==> src/settable_clock_with_two_keys_macros.svh <==
// assertion macros shared by the rtl of the settable clock
// no dependencies; included by the modules that carry checks
`ifndef SETTABLE_CLOCK_WITH_TWO_KEYS_MACROS_SVH
`define SETTABLE_CLOCK_WITH_TWO_KEYS_MACROS_SVH

// condition holds at every edge outside reset
`define SCTK_CHECK(name, cond, msg) \
   name: assert property (@(posedge clock) disable iff (reset) (cond)) else $error(msg);

// trigger at one edge implies the condition at the next edge
`define SCTK_CHECK_NEXT(name, trig, cond, msg) \
   name: assert property (@(posedge clock) disable iff (reset) (trig) |=> (cond)) else $error(msg);

`endif

==> src/sctk_pkg.sv <==
// shared types, codes and digit helpers for the settable clock
// no dependencies
package sctk_pkg;

   // item kinds on the request side
   localparam logic OP_TICK = 1'b0;
   localparam logic OP_SCAN = 1'b1;

   // configuration register indexes
   localparam logic [1:0] CSR_TICKS_PER_SEC = 2'd0;
   localparam logic [1:0] CSR_KEY1_LONG     = 2'd1;
   localparam logic [1:0] CSR_KEY2_LONG     = 2'd2;

   // reset values of the configuration registers
   localparam logic [7:0] TICKS_PER_SEC_RST = 8'd100;
   localparam logic [9:0] KEY1_LONG_RST     = 10'd200;
   localparam logic [9:0] KEY2_LONG_RST     = 10'd150;

   // field selection codes
   localparam logic [1:0] FIELD_SEC = 2'd0;
   localparam logic [1:0] FIELD_MIN = 2'd1;
   localparam logic [1:0] FIELD_HR  = 2'd2;

   // events of one key machine for the current beat
   typedef struct packed {
      logic short_rel;
      logic long_act;
      logic wait_now;
      logic wait_next;
   } key_evt_type;

   // time and mode after the current beat
   typedef struct packed {
      logic [5:0] sec;
      logic [5:0] min;
      logic [4:0] hr;
      logic       set;
      logic [1:0] field;
      logic       run;
   } view_type;

   function automatic logic [2:0] tens_of(input logic [5:0] v);
      logic [2:0] t;
      if (v >= 6'd50)      t = 3'd5;
      else if (v >= 6'd40) t = 3'd4;
      else if (v >= 6'd30) t = 3'd3;
      else if (v >= 6'd20) t = 3'd2;
      else if (v >= 6'd10) t = 3'd1;
      else                 t = 3'd0;
      return t;
   endfunction

   function automatic logic [3:0] ones_of(input logic [5:0] v);
      logic [5:0] base;
      base = {3'b000, tens_of(v)} * 6'd10;
      return 4'(v - base);
   endfunction

endpackage

==> src/sctk_key.sv <==
// debounce and press-length machine for one key
// depends on sctk_pkg
module sctk_key (
   input  logic                 clock,
   input  logic                 reset,
   input  logic                 scan,
   input  logic                 lvl,
   input  logic [9:0]           long_hold,
   input  logic                 long_to_wait,
   output sctk_pkg::key_evt_type evt
);
   import sctk_pkg::*;

   typedef enum logic [2:0] {
      PH_IDLE    = 3'd0,
      PH_CONFIRM = 3'd1,
      PH_PRESSED = 3'd2,
      PH_LONG    = 3'd3,
      PH_WAIT    = 3'd4
   } phase_type;

   phase_type  phase_ff, phase_nx, phase_in;
   logic [9:0] hold_ff, hold_nx, hold_in, hold_inc;
   logic       short_raw, long_raw;

   assign hold_inc = hold_ff + 10'd1;

   always_comb begin
      phase_nx  = phase_ff;
      hold_nx   = hold_ff;
      short_raw = 1'b0;
      long_raw  = 1'b0;
      case (phase_ff)
         PH_IDLE: begin
            phase_nx = lvl ? PH_IDLE : PH_CONFIRM;
         end
         PH_CONFIRM: begin
            if (!lvl) begin
               hold_nx  = '0;
               phase_nx = PH_PRESSED;
            end else begin
               phase_nx = PH_IDLE;
            end
         end
         PH_PRESSED: begin
            hold_nx = hold_inc;
            if (lvl) begin
               short_raw = 1'b1;
               phase_nx  = PH_IDLE;
            end else if (hold_inc == long_hold) begin
               hold_nx  = '0;
               phase_nx = PH_LONG;
            end
         end
         PH_LONG: begin
            long_raw = 1'b1;
            phase_nx = (long_to_wait && !lvl) ? PH_WAIT : PH_IDLE;
         end
         PH_WAIT: begin
            if (lvl) phase_nx = PH_IDLE;
         end
         default: begin
            phase_nx = PH_IDLE;
         end
      endcase
   end

   assign phase_in = scan ? phase_nx : phase_ff;
   assign hold_in  = scan ? hold_nx : hold_ff;

   assign evt.short_rel = scan & short_raw;
   assign evt.long_act  = scan & long_raw;
   assign evt.wait_now  = (phase_ff == PH_WAIT);
   assign evt.wait_next = (phase_nx == PH_WAIT);

   always_ff @(posedge clock) begin
      if (reset) begin
         phase_ff <= PH_IDLE;
         hold_ff  <= '0;
      end else begin
         phase_ff <= phase_in;
         hold_ff  <= hold_in;
      end
   end

endmodule

==> src/sctk_clock.sv <==
// time-of-day counters, prescaler and run/set mode state
// depends on sctk_pkg and the assertion macro header
`include "settable_clock_with_two_keys_macros.svh"

module sctk_clock (
   input  logic                  clock,
   input  logic                  reset,
   input  logic                  fire,
   input  logic                  op,
   input  logic [7:0]            ticks_per_sec,
   input  sctk_pkg::key_evt_type k1,
   input  sctk_pkg::key_evt_type k2,
   output logic                  run_now,
   output logic                  set_mid,
   output sctk_pkg::view_type    view
);
   import sctk_pkg::*;

   logic [7:0] presc_ff, presc_in, presc_inc;
   logic [5:0] sec_ff, sec_in;
   logic [5:0] min_ff, min_in;
   logic [4:0] hr_ff, hr_in;
   logic       run_ff, run_in;
   logic       set_ff, set_in;
   logic [1:0] field_ff, field_in, field_mid;
   logic       tick;

   assign tick      = fire && (op == OP_TICK) && run_ff;
   assign presc_inc = presc_ff + 8'd1;

   // mode after key one, seen by key two in the same beat
   assign set_mid   = k1.long_act ? run_ff : set_ff;
   assign field_mid = (k1.long_act && run_ff) ? FIELD_SEC : field_ff;

   always_comb begin
      presc_in = presc_ff;
      sec_in   = sec_ff;
      min_in   = min_ff;
      hr_in    = hr_ff;
      run_in   = run_ff;
      set_in   = set_mid;
      field_in = field_mid;

      // timer tick
      if (tick) begin
         if (presc_inc == ticks_per_sec) begin
            presc_in = '0;
            if (sec_ff >= 6'd59) begin
               sec_in = '0;
               if (min_ff >= 6'd59) begin
                  min_in = '0;
                  hr_in  = (hr_ff >= 5'd23) ? 5'd0 : 5'(hr_ff + 5'd1);
               end else begin
                  min_in = 6'(min_ff + 6'd1);
               end
            end else begin
               sec_in = 6'(sec_ff + 6'd1);
            end
         end else begin
            presc_in = presc_inc;
         end
      end

      // key one: short release adds with wrap, long toggles run/set
      if (k1.short_rel && set_ff) begin
         case (field_ff)
            FIELD_SEC: sec_in = (sec_in >= 6'd59) ? 6'd0 : 6'(sec_in + 6'd1);
            FIELD_MIN: min_in = (min_in >= 6'd59) ? 6'd0 : 6'(min_in + 6'd1);
            FIELD_HR:  hr_in  = (hr_in >= 5'd23) ? 5'd0 : 5'(hr_in + 5'd1);
            default:   ;
         endcase
      end
      if (k1.long_act) run_in = !run_ff;

      // key two: short release subtracts holding at zero, long cycles field
      if (k2.short_rel && set_mid) begin
         case (field_mid)
            FIELD_SEC: if (sec_in != 6'd0) sec_in = 6'(sec_in - 6'd1);
            FIELD_MIN: if (min_in != 6'd0) min_in = 6'(min_in - 6'd1);
            FIELD_HR:  if (hr_in != 5'd0) hr_in = 5'(hr_in - 5'd1);
            default:   ;
         endcase
      end
      if (k2.long_act && set_mid) begin
         field_in = (field_mid >= FIELD_HR) ? FIELD_SEC : 2'(field_mid + 2'd1);
      end
   end

   assign run_now    = run_ff;
   assign view.sec   = sec_in;
   assign view.min   = min_in;
   assign view.hr    = hr_in;
   assign view.set   = set_in;
   assign view.field = field_in;
   assign view.run   = run_in;

   always_ff @(posedge clock) begin
      if (reset) begin
         presc_ff <= '0;
         sec_ff   <= '0;
         min_ff   <= '0;
         hr_ff    <= '0;
         run_ff   <= 1'b1;
         set_ff   <= 1'b0;
         field_ff <= FIELD_SEC;
      end else begin
         presc_ff <= presc_in;
         sec_ff   <= sec_in;
         min_ff   <= min_in;
         hr_ff    <= hr_in;
         run_ff   <= run_in;
         set_ff   <= set_in;
         field_ff <= field_in;
      end
   end

   `SCTK_CHECK(a_time_in_range, (sec_ff < 6'd60) && (min_ff < 6'd60) && (hr_ff < 5'd24), "time count out of range")
   `SCTK_CHECK(a_set_is_not_run, set_ff != run_ff, "set mode and run flag disagree")
   `SCTK_CHECK(a_field_legal, field_ff != 2'd3, "illegal field selection")
   `SCTK_CHECK_NEXT(a_stopped_holds, fire && (op == OP_TICK) && !run_ff, $stable(presc_ff) && $stable(sec_ff), "stopped clock moved on a tick")

endmodule

==> src/settable_clock_with_two_keys.sv <==
// top level of the settable time-of-day clock with two keys
// depends on sctk_pkg, sctk_key and sctk_clock
//
// Time-of-day clock, 0:00:00 to 23:59:59, fed a stream of beats: a timer
// tick (tuser 0) or a key scan (tuser 1) carrying both key levels, 0 pressed.
// Every request beat yields exactly one response beat with the time digits
// and mode after that beat. A beat is registered on entry, processed in one
// pass of short logic into the response register, from which it can be taken;
// one beat is taken every cycle while the response side does not stall.
// Backpressure on the response side stalls the input register only when both
// stages are full. Configuration: csr index 0 ticks per second (reset 100),
// 1 key one long-press scans (reset 200), 2 key two long-press scans
// (reset 150); write only while idle. A long key one toggles run/set mode, a
// long key two steps the selected field in set mode, short presses add (key
// one, wrapping) or subtract (key two, holding at zero).
module settable_clock_with_two_keys (
   input  logic        clock,
   input  logic        reset,
   // request side
   input  logic        req_tvalid,
   output logic        req_tready,
   input  logic [7:0]  req_tdata,   // key1_level, key2_level, zero pad
   input  logic        req_tuser,   // op
   // response side
   output logic        rsp_tvalid,
   input  logic        rsp_tready,
   output logic [23:0] rsp_tdata,   // hours_tens, hours_ones, minutes_tens, minutes_ones,
                                    // seconds_tens, seconds_ones, in_set_mode,
                                    // selected_field, clock_running
   // configuration
   input  logic        csr_we,
   input  logic [1:0]  csr_addr,
   input  logic [9:0]  csr_wdata
);
   import sctk_pkg::*;

   // input register
   logic        in_valid_ff, in_valid_in;
   logic        in_op_ff, in_k1_ff, in_k2_ff;
   // response register
   logic        rsp_valid_ff, rsp_valid_in;
   logic [23:0] rsp_data_ff, rsp_data_in;
   // configuration registers
   logic [7:0]  tps_ff;
   logic [9:0]  k1_long_ff, k2_long_ff;

   logic        rsp_free, fire, scan1, scan2;
   logic        run_now, set_mid;
   key_evt_type k1_evt, k2_evt;
   view_type    view;

   // response stage can take a beat when empty or draining
   assign rsp_free   = !rsp_valid_ff || rsp_tready;
   assign fire       = in_valid_ff && rsp_free;
   assign req_tready = !in_valid_ff || rsp_free;

   assign in_valid_in  = req_tready ? req_tvalid : in_valid_ff;
   assign rsp_valid_in = fire ? 1'b1 : (rsp_tready ? 1'b0 : rsp_valid_ff);

   // a key two in wait-release freezes key one; a key one left in wait-release
   // freezes key two for this beat, unless key two is itself in wait-release
   assign scan1 = fire && (in_op_ff == OP_SCAN) && !k2_evt.wait_now;
   assign scan2 = fire && (in_op_ff == OP_SCAN) && (k2_evt.wait_now || !k1_evt.wait_next);

   sctk_key u_key1 (
      .clock        (clock),
      .reset        (reset),
      .scan         (scan1),
      .lvl          (in_k1_ff),
      .long_hold    (k1_long_ff),
      .long_to_wait (run_now),
      .evt          (k1_evt)
   );

   sctk_key u_key2 (
      .clock        (clock),
      .reset        (reset),
      .scan         (scan2),
      .lvl          (in_k2_ff),
      .long_hold    (k2_long_ff),
      .long_to_wait (set_mid),
      .evt          (k2_evt)
   );

   sctk_clock u_clock (
      .clock         (clock),
      .reset         (reset),
      .fire          (fire),
      .op            (in_op_ff),
      .ticks_per_sec (tps_ff),
      .k1            (k1_evt),
      .k2            (k2_evt),
      .run_now       (run_now),
      .set_mid       (set_mid),
      .view          (view)
   );

   // pack the response beat, highest field first
   assign rsp_data_in = {view.run, view.field, view.set,
                         ones_of(view.sec), tens_of(view.sec),
                         ones_of(view.min), tens_of(view.min),
                         ones_of({1'b0, view.hr}), 2'(tens_of({1'b0, view.hr}))};

   always_ff @(posedge clock) begin
      if (reset) begin
         in_valid_ff  <= 1'b0;
         rsp_valid_ff <= 1'b0;
         tps_ff       <= TICKS_PER_SEC_RST;
         k1_long_ff   <= KEY1_LONG_RST;
         k2_long_ff   <= KEY2_LONG_RST;
      end else begin
         in_valid_ff  <= in_valid_in;
         rsp_valid_ff <= rsp_valid_in;
         if (csr_we) begin
            case (csr_addr)
               CSR_TICKS_PER_SEC: tps_ff     <= csr_wdata[7:0];
               CSR_KEY1_LONG:     k1_long_ff <= csr_wdata;
               CSR_KEY2_LONG:     k2_long_ff <= csr_wdata;
               default:           ;
            endcase
         end
      end
   end

   // payload registers, no reset
   always_ff @(posedge clock) begin
      if (req_tready) begin
         in_op_ff <= req_tuser;
         in_k1_ff <= req_tdata[0];
         in_k2_ff <= req_tdata[1];
      end
      if (fire) rsp_data_ff <= rsp_data_in;
   end

   assign rsp_tvalid = rsp_valid_ff;
   assign rsp_tdata  = rsp_data_ff;

endmodule
==> config.mk <==
export PLATFORM = sky130hd
export DESIGN_NAME = settable_clock_with_two_keys
export DESIGN_NICKNAME = d
export VERILOG_FILES = /design/src/sctk_pkg.sv /design/src/sctk_key.sv /design/src/sctk_clock.sv /design/src/settable_clock_with_two_keys.sv
export VERILOG_INCLUDE_DIRS = /design/src /design/src/src
export SDC_FILE = /design/constraint.sdc
export NUM_CORES = 1
export LEC_CHECK = 0
export ABC_CLOCK_PERIOD_IN_PS = 6400
export BUFFER_PORTS_ARGS = -buffer_cell sky130_fd_sc_hd__clkbuf_2
export CORE_MARGIN = 4
export CORE_UTILIZATION = 60
export CTS_BUF_LIST = sky130_fd_sc_hd__clkbuf_16
export CTS_CLUSTER_DIAMETER = 200
export DETAILED_ROUTE_END_ITERATION = 8
export PLACE_DENSITY = 0.9
export SETUP_SLACK_MARGIN = 0.02
export SYNTH_ARGS = -nofsm -noshare
export SYNTH_HDL_FRONTEND = slang
export SYNTH_SLANG_ARGS = --single-unit
==> constraint.sdc <==
create_clock -name clock -period 6.4 [get_ports clock]
set_input_delay 0 -clock clock [delete_from_list [all_inputs] [get_ports clock]]
set_output_delay 0 -clock clock [all_outputs]
set_load 0.01 [all_outputs]
Word level (Yosys, flattened, before mapping)

Index checks and enable logic that the tools add are counted.

Flip-flop bits (word level): 112
Output and inout bits: 26

Add/subtract/negate cells: 16
$mul: 3
Magnitude comparators: 22
Equal/unequal tests: 22
Mux-type cells: 81
Bitwise operators: 5
Reductions and logical operators: 39

Operators with widths:

| cell                  | count |
|---|---|
| $mux 6                | 19 |
| $mux 10               | 6 |
| $mux 5                | 11 |
| $ge 6x6->1 const B    | 8 |
| $mux 3                | 14 |
| $pmux 10 s2           | 2 |
| $pmux 3 s5            | 2 |
| $add 6x1->6 const B   | 4 |
| $ge 6x5->1 const B    | 4 |
| $mux 2                | 11 |
| $add 10x1->10 const B | 2 |
| $eq 10x10->1          | 2 |
| $ge 5x5->1 const B    | 4 |
| $mux 1                | 15 |
| $eq 3x2->1 const B    | 4 |
| $ge 5x6->1 const B    | 2 |
| $ge 6x4->1 const B    | 2 |
| $logic_and 1x1->1     | 12 |
| $reduce_bool 6->1     | 2 |
| $sub 4x4->4           | 3 |
| $sub 6x1->6 const B   | 2 |
| $add 5x1->5 const B   | 2 |
| $eq 3x3->1 const B    | 3 |
| $mul 3x3->3 const B   | 3 |
| 22 further kinds      | 49 |

Logic depth before layout (Yosys ltp)

Depth after elaboration: 22
Gate-level depth with buffers: 29
Gate-level depth less buffers: 27

Modules after synthesis

A second synthesis with hierarchy kept.

Cells, all modules: 956
Area, all modules: 8151.6 um^2

By module, submodules not included:

| module                       | instances | cells each | area an instance (um^2) | sequential area each (um^2) |
|---|---|---|---|---|
| sctk_clock                   | 1         | 466        | 3614.7                  | 580.6 |
| settable_clock_with_two_keys | 1         | 228        | 2442.3                  | 1411.4 |
| sctk_key                     | 2         | 131        | 1047.3                  | 260.2 |

Least setup slack after synthesis

Ideal clock, no wire load.

Path kind: reg2reg
From: register u_clock.presc_ff[5]
To: register rsp_data_ff[19], in the netlist rsp_tdata[19] (data pin)
Data arrival time: 5629 ps
Data required time: 6132 ps
Setup slack: 502 ps
Cell stages (with the launch flop): 29
Path buffers: 3
Cells stage by stage: dfxtp_1 -> buf_4 -> or3b_4 -> a2111oi_4 -> o311ai_2 -> o31a_1 -> or2_1 -> clkbuf_1 -> ha_1 -> or3_1 -> nand4_1 -> nor3b_1 -> a21o_1 -> inv_1 -> ha_1 -> nor3b_1 -> a31oi_2 -> a41oi_1 -> nor2_1 -> a21oi_1 -> o22ai_1 -> a21oi_1 -> ha_1 -> fa_1 -> buf_1 -> inv_1 -> a211oi_1 -> nor4_1 -> nand3_1

Word-level cells in the longest chain between the ends: 20
Elaborated cells between the ends (all ways): 26
Classes of those cells: add/sub (4); mul (1); order compare (6); eq/ne (1); mux (13); reduce/logical (1)

Ends and longest elaborated chain:

| element                                          | line                                | RTL |
|---|---|---|
| from (decl)                                      | sctk_clock.sv:19                    | `logic [7:0] presc_ff, presc_in, presc_inc;` |
| from (signal assigned)                           | sctk_clock.sv:107                   | `presc_ff <= presc_in;` |
| $add 8x1->8 (*)                                  | sctk_clock.sv:29                    | `assign presc_inc = presc_ff + 8'd1;` |
| $eq 8x8->1 (*)                                   | sctk_clock.sv:46                    | `if (presc_inc == ticks_per_sec) begin` |
| $mux 6 (*)                                       | sctk_clock.sv:46                    |  |
| $mux 6 (*)                                       | sctk_clock.sv:45                    | `if (tick) begin` |
| $add 6x1->6 / $ge 6x6->1 (equally long branches) | sctk_clock.sv:67                    | `FIELD_SEC: sec_in = (sec_in >= 6'd59) ? 6'd0 : 6'(sec_in + 6'd1);` |
| $mux 6                                           | sctk_clock.sv:67                    |  |
| $mux 6                                           | sctk_clock.sv:66                    | `case (field_ff)` |
| $mux 6 (*)                                       | sctk_clock.sv:65                    | `if (k1.short_rel && set_ff) begin` |
| [6 not listed]                                   | n/a                                 |  |
| $mux 2                                           | sctk_pkg.sv:47                      | `else if (v >= 6'd20) t = 3'd2;` |
| $mux 2                                           | sctk_pkg.sv:46                      | `else if (v >= 6'd30) t = 3'd3;` |
| $mux 3                                           | sctk_pkg.sv:45                      | `else if (v >= 6'd40) t = 3'd4;` |
| $mux 3 (*)                                       | n/a                                 |  |
| named net rsp_data_in[13]                        | settable_clock_with_two_keys.sv:42  | `logic [23:0] rsp_data_ff, rsp_data_in;` |
| $mul 3x3->3 (*)                                  | sctk_pkg.sv:55                      | `base = {3'b000, tens_of(v)} * 6'd10;` |
| $sub 4x4->4 (*)                                  | sctk_pkg.sv:56                      | `return 4'(v - base);` |
| named net rsp_data_in[19]                        | settable_clock_with_two_keys.sv:42  |  |
| to (signal assigned)                             | settable_clock_with_two_keys.sv:132 | `if (fire) rsp_data_ff <= rsp_data_in;` |
| to (decl)                                        | settable_clock_with_two_keys.sv:42  |  |

Mark *: on every way through the listed nets, which the timed path passes. The rest lies on a longest branch.
A chain may end at the register's enable or synchronous reset.

Worst setup path after layout

From: register u_clock.presc_ff[2]
To: register rsp_data_ff[19], in the netlist rsp_tdata[19] (data pin)

Same word-level chain as after synthesis.

==> qor.yml <==
outcome: "finished clean"
drt_iter0_markers: 529
antenna_left: 0
tritoncts: "done"
avgRoutedWirePerCell_um: 16.0
power_density_nw_per_um2: 163
finClkSkew_ns: 0.0125
relSlewSlack: 0.220
place.gp.congestion: 0.930
hold_viol: 0
synth-xor-area-share: 0.0705
routed_wl_um: 18400
grt_usage: 0.250
root_buffer: "clkbuf_16"
tns_ns: 0
critical_path.max_fanout: 9
drive_gt1_frac: 0.141
synth-simple-area-share: 0.290
max-cap-violations: 0
yosys-top-cells-count: "nor2_1, nand2_1, dfxtp_1"
timing.critical_path.buf_inv: 1
chipHeight_um: 121
num_rows: 41
cp.required_ns: 6.50
r2r_cells: 24
synthCells: 935
num_vias: 7109
yosysTopAreaCell: "dfxtp_1"
crit_slowest_cell: "dfxtp_1"
dr.pass1.iters: 6
fp.dieW_um: 121
clkTransAtPathRegs_ns: 0.08
vdd_drop_max_uv: 183
finalWorstSetupSlack_ns: 0.292
synthFlopType: "dfxtp_1"
crit_chain: "nand3_1, a2111oi_4, o311ai_2, o31a_1, or2_1, ha_1, or3_1, nand4_1, nor3b_1, a21o_1, inv_1, ha_1, and4_1, a21o_1, a311o_2, nand2b_1, a21oi_1, a21oi_1, a21oi_1, ha_1, fa_2, a2111oi_0, a311oi_1, nand3_1"
cts-buffers-inserted: 9
clk_latency_ns: 0.37
syn_area_um2: 7680
synth-edff-count: 27
whs_path_depth: 3
total_power_uw: 1390
cp.depth: 24
numPortBuffers: 45
synthAdderAreaFrac: 0.0417
setup_viol: 0
synth_top_family_by_area: "simple AND/OR/NAND/NOR gates"
synth_mux_area_frac: 0.0324
drc: 0
slowest_delay_ns: 0.50
clock_sinks: 112
avgSynthCellArea_um2: 8.21
yosysMostFrequentCell: "nor2_1"
final_cells: 1154
nNetsFinal: 1026
synth-seq-area-share: 0.327
tightest_slew_ns: 1.16
overflow: 0
critPathArrivalTime_ns: 6.21
via_per_inst: 6.16
fp.dieArea_um2: 14700
fmax_mhz: 164
synth-compound-area-share: 0.201
yosysUniqueCellTypes: 95
dp.cells: 1122
synth_top_area_frac: 0.222
yosys-top-cells-area: "dfxtp_1, edfxtp_1, nor2_1"
ys_warn_count: 0
post-place-ws_ns: 0.0644
finalCriticalPeriod_ns: 6.11
synthesis.nets: 984
endpoint_kind: "register"
crit_family: "compound AO/OA/AOI/OAI gates"
grt_pass1_vias: 6491
place_hpwl_um: 12800
worstSetupStartpointType: "register"
grt_max_degree: 79
h-tree-depth: 3
antenna_found_initial: 0
grt_pass1_wl_um: 30200
min_period_over_period: 0.954
p_leak_uw: 0.00337
initial_core_util: 0.611
synth-seq-cells: 112
io-pin-count: 52
coreArea_um2: 12600
drv_slew: 0
synthArstFlopShare: 0
crit_type: "register to register"
cts_buffer_depth: 2
diodes: 0
syn2layout_area_growth_pct: 11.7
hold_class: "input port to register"
## metal layers
layer  wire (um)  track usage  vias up
met4         502        0.102        0
met5           0            0        -
met2        8950        0.419      265
met3        1070       0.0429       51
met1        7910        0.319     3313
li1            -            -     3480
## per-stage QoR
stage                     hold slack (ns)  cell area (um2)   util
after floorplan                    0.0989             7680      -
after global placement              0.203             8050  0.641
after detailed placement            0.204             8050  0.641
after CTS                          0.0126             8490  0.676
after global routing               0.0390             8580  0.683
final                              0.0192             8580  0.683
## where the power goes
group          switching, uW  internal, uW
registers               12.1           737
clock network            285           278
logic                   48.9          34.4
## layout by cell type, fill, tap and decap left out, types with 20 or more instances in the layout
cell type	synthesis	routed
edfxtp_1	27	27
a21oi_1	68	68
nor2_1	113	112
clkbuf_2	0	45
and3_1	24	24
xnor2_1	41	40
o21ai_0	39	38
nor3_1	23	23
nand3_1	29	29
nand2_1	96	96
mux2i_1	20	20
dfxtp_1	85	83
inv_1	27	27
## cell families (layout without fill, tap and decap cells)
family	after synthesis	after routing
compound gates	218	218
xor+xnor	61	61
fa+ha+maj	24	24
buf+inv	73	120
flops	112	112
mux	24	24
simple gates	423	423
## flip-flops by register name, indices dropped and copies added, names as in the netlist
| register | count |
|---|---|
| k1_long_ff | 10 |
| u_clock.presc_ff | 8 |
| tps_ff | 8 |
| rsp_tdata | 24 |
| u_clock.run_now | 1 |
| u_clock.field_ff | 2 |
| in_op_ff | 1 |
| u_clock.sec_ff | 6 |
| u_clock.hr_ff | 5 |
| u_key2.hold_ff | 10 |
| u_key1.phase_ff | 3 |
| k2_long_ff | 10 |
| in_valid_ff | 1 |
| u_clock.set_ff | 1 |
| u_key2.phase_ff | 3 |
| in_k2_ff | 1 |
| rsp_tvalid | 1 |
| in_k1_ff | 1 |
| u_clock.min_ff | 6 |
| u_key1.hold_ff | 10 |
## area by class of cell
| type | instances | area (um2) |
|---|---|---|
| fillers | 964 | 3990 |
| multi-input cells | 750 | 4960 |
| repair buffers | 76 | 493 |
| clock buffers | 9 | 225 |
| well taps | 172 | 215 |
| clock inverters | 7 | 68.8 |
| flip-flops and latches | 112 | 2510 |
| inverters | 28 | 105 |
## worst reg2reg max path, delay by kind of cell (launching register included)
| kind | cells | cell delay, ns |
|---|---|---|
| AOI/OAI and AO/OA | 11 | 2.49 |
| adders and majority gates | 4 | 0.96 |
| buffers and inverters | 1 | 0.06 |
| DFF | 1 | 0.50 |
| and+or+nand+nor | 8 | 1.82 |
## timing repair
action                                  in CTS  in global routing
resized for setup                            1                 16
pin swaps                                    0                  4
endpoints found under the setup margin       1                  3
hold buffers                                14                  0
endpoints found under the hold margin       32                  0
buffers inserted                             0                  2
## worst paths after layout
kind | start | endpoint | slack, ns
max | u_clock.presc_ff[2]$_SDFFE_PP0P_ | rsp_tdata[19]$_DFFE_PP_ | 0.29
min | rsp_tready | rsp_tvalid$_SDFFE_PP0P_ | 0.02
max reg2reg | u_clock.presc_ff[2]$_SDFFE_PP0P_ | rsp_tdata[19]$_DFFE_PP_ | 0.29
min reg2reg | k1_long_ff[8]$_SDFFE_PP0P_ | k1_long_ff[8]$_SDFFE_PP0P_ | 0.48
(Power assumes the default switching activity.)
